### config.mk
export PLATFORM = sky130hd
export DESIGN_NAME = underscore_hex_escape_decoder
export DESIGN_NICKNAME = d
export VERILOG_FILES = /design/src/rtl/uhd_pkg.sv /design/src/rtl/underscore_hex_escape_decoder.sv /design/src/rtl/uhd_step.sv /design/src/rtl/uhd_burst.sv
export SDC_FILE = /design/constraint.sdc
export NUM_CORES = 1
export LEC_CHECK = 0
export BUFFER_PORTS_ARGS = -buffer_cell sky130_fd_sc_hd__clkbuf_2
export CELL_PAD_IN_SITES_DETAIL_PLACEMENT = 0
export CELL_PAD_IN_SITES_GLOBAL_PLACEMENT = 1
export CORE_ASPECT_RATIO = 0.9
export CORE_MARGIN = 2
export CORE_UTILIZATION = 43
export DETAILED_ROUTE_END_ITERATION = 6
export PLACE_DENSITY_LB_ADDON = 0.1
export SETUP_SLACK_MARGIN = 0.2
export SLEW_MARGIN = 5
export SYNTH_ARGS = -nofsm -noshare
export SYNTH_HDL_FRONTEND = slang
export SYNTH_HIERARCHICAL = 1
export SYNTH_SLANG_ARGS = --single-unit
### constraint.sdc
create_clock -name clock -period 3.8 [get_ports clock]
set_clock_uncertainty 0.1 [all_clocks]
set_input_delay 0.76 -clock clock [delete_from_list [all_inputs] [get_ports clock]]
set_output_delay 0.76 -clock clock [all_outputs]
set_load 0.02 [all_outputs]
### src/rtl/uhd_pkg.sv
`timescale 1ns / 1ps
package uhd_pkg;

   localparam int unsigned MaxOut = 3;
   localparam int unsigned CountW = 2;

   localparam logic [7:0] CharUnderscore = 8'h5F;
   localparam logic [7:0] CharZero       = 8'h30;
   localparam logic [7:0] CharNine       = 8'h39;
   localparam logic [7:0] CharUpperA     = 8'h41;
   localparam logic [7:0] CharUpperF     = 8'h46;
   localparam logic [3:0] LetterOffset   = 4'd9;

   localparam logic [CountW-1:0] PendNone  = 2'd0;
   localparam logic [CountW-1:0] PendUnder = 2'd1;
   localparam logic [CountW-1:0] PendDigit = 2'd2;

   typedef logic [7:0] byte_type;

   typedef struct packed {
      logic [CountW-1:0] count;
      byte_type          digit;
   } pend_type;

   typedef struct packed {
      logic [CountW-1:0]            count;
      logic [MaxOut-1:0][7:0]       bytes;
      logic [MaxOut-1:0]            lasts;
   } burst_type;

   typedef struct packed {
      logic [CountW-1:0] count;
      logic              load_ok;
   } burst_status_type;

   function automatic logic is_dec_char(input byte_type c);
      return (c >= CharZero) && (c <= CharNine);
   endfunction

   function automatic logic is_hex(input byte_type c);
      return is_dec_char(c) || ((c >= CharUpperA) && (c <= CharUpperF));
   endfunction

   function automatic logic [3:0] hex_val(input byte_type c);
      return is_dec_char(c) ? c[3:0] : c[3:0] + LetterOffset;
   endfunction

endpackage

### src/rtl/underscore_hex_escape_decoder.sv
`timescale 1ns / 1ps
// channel  ports                          direction  fields
// req      req_valid req_stall            in         req_byte[7:0] req_last
// rsp      rsp_valid rsp_stall            out        rsp_byte[7:0] rsp_last
//
// One input byte per cycle while req_stall is low; input register, then result buffer.
// A broken escape yields a burst of up to three bytes, drained from the result
// buffer one per cycle while rsp_stall is low; the input register waits as it drains.
// Synchronous active-high reset clears valids and the held escape state.
// req_stall rises only when the input register holds a byte the buffer cannot take.
module underscore_hex_escape_decoder (
   input  logic              clock,
   input  logic              reset,
   input  logic              req_valid,
   output logic              req_stall,
   input  uhd_pkg::byte_type req_byte,
   input  logic              req_last,
   output logic              rsp_valid,
   input  logic              rsp_stall,
   output uhd_pkg::byte_type rsp_byte,
   output logic              rsp_last
);
   import uhd_pkg::*;

   logic             in_vld_ff, in_vld_in;
   byte_type         in_byte_ff;
   logic             in_last_ff;
   pend_type         pend_ff, pend_in, pend_next;
   burst_type        burst;
   burst_status_type status;
   logic             advance;
   logic             req_xfer;

   assign advance   = in_vld_ff && status.load_ok;
   assign req_stall = in_vld_ff && !status.load_ok;
   assign req_xfer  = req_valid && !req_stall;
   assign in_vld_in = req_xfer || (in_vld_ff && !advance);
   assign pend_in   = advance ? pend_next : pend_ff;

   always_ff @(posedge clock) begin
      if (reset) begin
         in_vld_ff <= 1'b0;
         pend_ff   <= '0;
      end else begin
         in_vld_ff <= in_vld_in;
         pend_ff   <= pend_in;
      end
      if (req_xfer) begin
         in_byte_ff <= req_byte;
         in_last_ff <= req_last;
      end
   end

   uhd_step u_step (
      .in_byte   (in_byte_ff),
      .in_last   (in_last_ff),
      .pend      (pend_ff),
      .pend_next (pend_next),
      .burst     (burst)
   );

   uhd_burst u_burst (
      .clock     (clock),
      .reset     (reset),
      .load      (advance),
      .burst     (burst),
      .status    (status),
      .rsp_valid (rsp_valid),
      .rsp_stall (rsp_stall),
      .rsp_byte  (rsp_byte),
      .rsp_last  (rsp_last)
   );

   a_stall_needs_item: assert property (@(posedge clock) disable iff (reset)
      req_stall |-> in_vld_ff)
      else $error("stall without a held item");

   a_last_ends_burst: assert property (@(posedge clock) disable iff (reset)
      (rsp_valid && rsp_last) |-> (status.count == 2'd1))
      else $error("last byte not at end of burst");

   a_last_clears_pend: assert property (@(posedge clock) disable iff (reset)
      (advance && in_last_ff) |=> (pend_ff.count == PendNone))
      else $error("pending escape survives end of string");

   a_pend_code: assert property (@(posedge clock) disable iff (reset)
      pend_ff.count != 2'd3)
      else $error("unused pending code reached");

endmodule

### src/rtl/uhd_step.sv
`timescale 1ns / 1ps
module uhd_step (
   input  uhd_pkg::byte_type  in_byte,
   input  logic               in_last,
   input  uhd_pkg::pend_type  pend,
   output uhd_pkg::pend_type  pend_next,
   output uhd_pkg::burst_type burst
);
   import uhd_pkg::*;

   logic [CountW-1:0] pc;
   logic [CountW-1:0] n;
   logic              hex;
   pend_type          np;

   always_comb begin
      pc    = (pend.count == 2'd3) ? PendDigit : pend.count;
      hex   = is_hex(in_byte);
      n     = '0;
      np    = pend;
      burst = '0;
      np.count = pc;

      if (pc == PendDigit && hex) begin
         burst.bytes[n] = {hex_val(pend.digit), hex_val(in_byte)};
         n  = n + 2'd1;
         np = '0;
      end else if (pc == PendUnder && hex) begin
         np.digit = in_byte;
         np.count = PendDigit;
      end else begin
         if (pc != PendNone) begin
            burst.bytes[n] = CharUnderscore;
            n = n + 2'd1;
         end
         if (pc == PendDigit) begin
            burst.bytes[n] = pend.digit;
            n = n + 2'd1;
         end
         np = '0;
         if (in_byte == CharUnderscore) begin
            np.count = PendUnder;
         end else begin
            burst.bytes[n] = in_byte;
            n = n + 2'd1;
         end
      end

      if (in_last) begin
         if (np.count != PendNone) begin
            burst.bytes[n] = CharUnderscore;
            n = n + 2'd1;
         end
         if (np.count == PendDigit) begin
            burst.bytes[n] = np.digit;
            n = n + 2'd1;
         end
         np = '0;
         if (n != '0) begin
            burst.lasts[n - 2'd1] = 1'b1;
         end
      end

      burst.count = n;
      pend_next   = np;
   end

endmodule

### src/rtl/uhd_burst.sv
`timescale 1ns / 1ps
module uhd_burst (
   input  logic                      clock,
   input  logic                      reset,
   input  logic                      load,
   input  uhd_pkg::burst_type        burst,
   output uhd_pkg::burst_status_type status,
   output logic                      rsp_valid,
   input  logic                      rsp_stall,
   output uhd_pkg::byte_type         rsp_byte,
   output logic                      rsp_last
);
   import uhd_pkg::*;

   logic [CountW-1:0]      count_ff, count_in;
   logic [MaxOut-1:0][7:0] bytes_ff, bytes_in;
   logic [MaxOut-1:0]      lasts_ff, lasts_in;
   logic                   pop;

   assign rsp_valid      = (count_ff != '0);
   assign rsp_byte       = bytes_ff[0];
   assign rsp_last       = lasts_ff[0];
   assign pop            = rsp_valid && !rsp_stall;
   assign status.count   = count_ff;
   assign status.load_ok = (count_ff == '0) || (count_ff == 2'd1 && pop);

   always_comb begin
      count_in = count_ff;
      bytes_in = bytes_ff;
      lasts_in = lasts_ff;
      priority if (load) begin
         count_in = burst.count;
         bytes_in = burst.bytes;
         lasts_in = burst.lasts;
      end else if (pop) begin
         count_in = count_ff - 2'd1;
         bytes_in = {8'h00, bytes_ff[MaxOut-1:1]};
         lasts_in = {1'b0, lasts_ff[MaxOut-1:1]};
      end
   end

   always_ff @(posedge clock) begin
      if (reset) begin
         count_ff <= '0;
      end else begin
         count_ff <= count_in;
      end
      bytes_ff <= bytes_in;
      lasts_ff <= lasts_in;
   end

endmodule

* Word level (Yosys, flattened, before mapping)
Cells that the tools add are included.
** Cells by class
- Bitwise operators :: 3
- Equal/unequal tests :: 6
- $lt $le $gt $ge :: 16
- Div/mod/pow operators :: 0
- Reductions and logical operators :: 29
- Muxes and demuxes :: 55
- Multiply operators :: 0
- Add/subtract/negate cells :: 8
- Shift operators :: 0
** Operators with widths (count)
- $mux 24 :: 10
- $bwmux 24 :: 3
- $demux 8 s2 :: 4
- $mux 8 :: 7
- $mux 2 :: 16
- $mux 10 :: 3
- $mux 27 :: 1
- $or 18x18->18 :: 1
- $ge 8x6->1 const B :: 2
- $le 8x6->1 const B :: 2
- $logic_and 1x1->1 :: 16
- $mux 16 :: 1
- $lt 2x3->1 const B :: 5
- $ge 2x1->1 const B :: 5
- $reduce_bool 2->1 :: 5
- $mux 3 :: 3
- $add 2x1->2 const B :: 4
- $add 4x4->4 const B :: 2
- $eq 8x7->1 const B :: 1
- $ge 8x7->1 const B :: 1
- $le 8x7->1 const B :: 1
- $mux 4 :: 2
- $mux 7 :: 1
- $and 6x6->6 :: 1
- 9 further kinds :: 20
** Storage, ports and cells
- Memories :: 0
- Output and inout port bits :: 11
- Register bits :: 49
- Bits in writable memories :: 0
- Word-level logic and storage cells :: 127
- Bits in read-only memories :: 0
- Bits in latches :: 0

* Longest topological paths before layout
- Depth in word-level cells :: 28
- Mapped depth :: 17
- Mapped depth without buffers :: 16

* By module
Netlist, hierarchy kept.
** Modules (own cells, without submodules)
- uhd_step :: instances 1, sequential area each 0.0 um^2, cells an instance 206, area each 1362.6 um^2
- uhd_burst :: instances 1, sequential area each 850.8 um^2, cells an instance 84, area each 1288.7 um^2
- underscore_hex_escape_decoder :: instances 1, sequential area each 490.5 um^2, cells an instance 59, area each 749.5 um^2

* Worst setup path before layout
OpenSTA, ideal clock, no wires.
- Path type :: reg2reg
- From :: register in_byte_ff[0]
- To :: register u_burst/bytes_ff[16] in the netlist's numbering (data pin)
- Library setup time :: 0.255 ns
- Path buffers :: 1
- Cell stages (with the launch flop) :: 17
- Slack :: -0.089 ns
- Data arrival time :: 3.534 ns
- Cell sequence :: edfxtp_1 clkbuf_1 inv_1 ha_1 o21ai_1 a21oi_2 nor2_1 o21ai_0 ha_1 nor3_1 a211oi_2 inv_2 ha_1 or2_2 a22oi_1 o211ai_1 and2_1
** RTL lines
- start, declared :: RTL line underscore_hex_escape_decoder.sv:26 : byte_type in_byte_ff;
- start signal, assigned :: RTL line underscore_hex_escape_decoder.sv:49 : in_byte_ff <= req_byte;
- end signal, assigned :: RTL line uhd_burst.sv:48 : bytes_ff <= bytes_in;
- end, declared :: RTL line uhd_burst.sv:16 : logic [MaxOut-1:0][7:0] bytes_ff, bytes_in;

==> impl_metrics.env <==
export IMPL_outcome="complete, no violations"
export IMPL_synth_compound_area_share_pct=22.6
export IMPL_avgViaCountPerCell=5.85
export IMPL_cts_num_sinks=49
export IMPL_synth_mux_area_fraction_pct=6.88
export IMPL_cp_data_arrival_time_ns=3.52
export IMPL_dr_total_vias=2751
export IMPL_ys_types=62
export IMPL_setup_viol=0
export IMPL_syn_num_nets=378
export IMPL_ioPinCount=24
export IMPL_gr_total_overflow=0
export IMPL_powerDensity_mw_per_mm2=330
export IMPL_antenna_left=0
export IMPL_synth_ff_type="edfxtp_1"
export IMPL_synth_area_top_cells="edfxtp_1 (32%), dfxtp_1 (7.7%), mux2_2 (6.3%)"
export IMPL_yosys_area_share_adder_pct=5.89
export IMPL_cts_buffer_depth=2
export IMPL_period_needed_ns=3.55
export IMPL_core_area_mm2=0.00762
export IMPL_dieWidth_um=97.7
export IMPL_ys_seq_area_share_pct=39.4
export IMPL_antenna_found_initial=0
export IMPL_n_antenna_cell=0
export IMPL_fmax_mhz=281
export IMPL_async_reset_ff_share_pct=0
export IMPL_grtUsageTotal_pct=20.4
export IMPL_maxSlewViolCount=0
export IMPL_ir_drop_v=0.000177
export IMPL_clkLatencyLatePin_ns=0.31
export IMPL_synth_simple_gate_area_share_pct=16.5
export IMPL_leakage_uw=0.00146
export IMPL_final_layout_size_suffix_gt1_share_pct=33.4
export IMPL_firstDrtPassIters=5
export IMPL_max_slew_margin_pct=41.3
export IMPL_synth_edf_count=36
export IMPL_period_share_pct=93.5
export IMPL_gp_congestion=0.886
export IMPL_initial_utilization_pct=44.6
export IMPL_die_area_mm2=0.00864
export IMPL_drt_iter0_drc=270
export IMPL_die_h_um=88.4
export IMPL_htree_levels=2
export IMPL_ys_ff_latch=49
export IMPL_syn_area_mm2=0.00340
export IMPL_ctsHoldBuffers=0
export IMPL_yosysTopAreaCell="edfxtp_1"
export IMPL_worstSetupPathType="reg2reg"
export IMPL_synth_warnings=6
export IMPL_wl_per_cell_um=18.5
export IMPL_yosys_area_share_xor_xnor_pct=1.29
export IMPL_cp_start_kind="flop"
export IMPL_row_count=30
export IMPL_critPathRequiredTime_ns=3.77
export IMPL_fin_util_pct=52.0
export IMPL_cts_clk_slew_worst_paths_ns=0.09
export IMPL_rsz0062_at_grt="yes"
export IMPL_cts_tree="done"
export IMPL_grt_pass1_wl_um=13700
export IMPL_place_area_mm2=0.00363
export IMPL_cts_buffers=5
export IMPL_netlist_area_leader_share_pct=31.8
export IMPL_syn2layout_area_growth_pct=16.4
export IMPL_drt_total_wl_um=8710
export IMPL_drc=0
export IMPL_portBuffers=23
export IMPL_path_max_fanout=6
export IMPL_dpl_hpwl_um=6130
export IMPL_syn_inst=349
export IMPL_grt_max_degree=31
export IMPL_cts_root_buffer_cell="clkbuf_8"
export IMPL_end_kind="flop"
export IMPL_hold_path_class="reg2reg"
export IMPL_worst_pin_slew_ns=0.880
export IMPL_grt_pass1_vias=2545
export IMPL_tns_ns=0
export IMPL_synth_top_family_by_area="compound AO/OA/AOI/OAI gates"
export IMPL_hold_violations=0
export IMPL_fin_area_mm2=0.00396
export IMPL_cap_violations=0
export IMPL_final_nets=402
export IMPL_avgSynthCellArea_um2=9.74
[power by group]
part | switching (uW) | internal (uW)
registers | 31.2 | 647
clock network | 183 | 194
logic | 151 | 101
[synthesized netlist by cell type, drive strengths merged (2+ instances only)]
cell	instances
o22a	4
a22oi	4
a21oi	27
o31a	2
mux2i	2
ha	16
dfxtp	13
o32a	3
nand4bb	2
clkbuf	12
nand4	7
and3	3
edfxtp	36
buf	21
nor2b	2
o211ai	6
and2	21
o21ai	14
o22ai	4
a32o	3
or2	2
nand2	24
or4	2
a21o	3
nand3	14
a21bo	10
nor3b	3
a311oi	3
inv	16
nor2	17
xnor2	4
o21bai	2
a31oi	4
a211o	2
mux2	19
a211oi	5
nand2b	3
nor3	3
[cells by family after synthesis]
| family | after synthesis |
|---|---|
| DFF | 49 |
| and+or+nand+nor | 104 |
| buffers and inverters | 49 |
| adders and majority gates | 16 |
| xor gates and xnor gates | 5 |
| AOI/OAI and AO/OA | 104 |
| other | 1 |
| muxes | 21 |
[final cells by class]
cell class	instances	area, um^2
clock buffer	5	68.8
clock inverter	3	41.3
fill	713	3660
inverter	16	60.1
multi-input combinational	251	1990
sequential	49	1340
tap	96	120
timing repair buffer	50	338
[placed cells by master, fill, tap and decap left out, types with 4 or more instances in the layout]
master	count
dfxtp_1	13
and2_1	21
o21ai_0	9
a31oi_1	4
ha_1	11
nor2_1	15
mux2_2	15
o22a_1	4
mux2_4	4
clkbuf_2	23
buf_4	24
nand4_1	7
a21oi_1	23
inv_1	13
nand2_1	22
nand3_1	14
clkbuf_8	5
o211ai_1	6
edfxtp_1	36
a21bo_2	10
[through the flow]
stage | setup WS [ns] | cells | hold WS (ns) | total power (uW)
floorplan | 0.221 | 349 | 0.384 | 871
global placement | 0.148 | 453 | 0.408 | 918
detailed placement | 0.0902 | 453 | 0.417 | 921
CTS | 0.206 | 464 | 0.429 | 1300
global route | 0.0898 | 470 | 0.465 | 1370
finish | 0.248 | 470 | 0.423 | 1310
[worst paths after layout]
| check | cells after the start | to | startpoint | slack (ns) |
|---|---|---|---|---|
| setup / recovery | 15 | u_burst/rsp_byte[1] | in_byte_ff[1] | 0.25 |
| hold / removal | 2 | u_burst/count_ff[0] | u_burst/count_ff[0] | 0.42 |
| setup reg to reg | 15 | u_burst/rsp_byte[1] | in_byte_ff[1] | 0.25 |
| hold reg to reg | 2 | u_burst/count_ff[0] | u_burst/count_ff[0] | 0.42 |
[registers in the layout, indices dropped and copies added, names as in the netlist]
signal	cells
u_burst/bytes_ff	16
pend_ff	10
in_byte_ff	8
u_burst/rsp_byte	8
u_burst/lasts_ff	3
u_burst/count_ff	2
in_last_ff	1
in_vld_ff	1
[layer usage]
layer	track usage, %	wire length (um)	vias to the layer above
met4	6.69	140	0
li1	-	-	1329
met5	0	0	-
met3	2.69	494	14
met2	32.1	3980	109
met1	29.5	4100	1299
[critical path, cell delays in order (launching register included)]
cell and delay, ns:
edfxtp_1 0.53, inv_2 0.18, ha_4 0.16, inv_1 0.04
a211o_1 0.29, a21oi_4 0.17, nor2_4 0.06, o21ai_2 0.09
ha_1 0.18, nor3_2 0.05, a211oi_2 0.33, ha_2 0.27
o2111ai_4 0.16, buf_12 0.22, o22a_1 0.21, mux2_4 0.26
[what timing repair did]
action                                  4_1_cts  5_1_grt
cloned                                        0        0
resized for setup                             5       25
setup buffers                                 3        6
endpoints found under the setup margin       13       19
pin swaps                                     4       18
(Power assumes the default switching activity.)
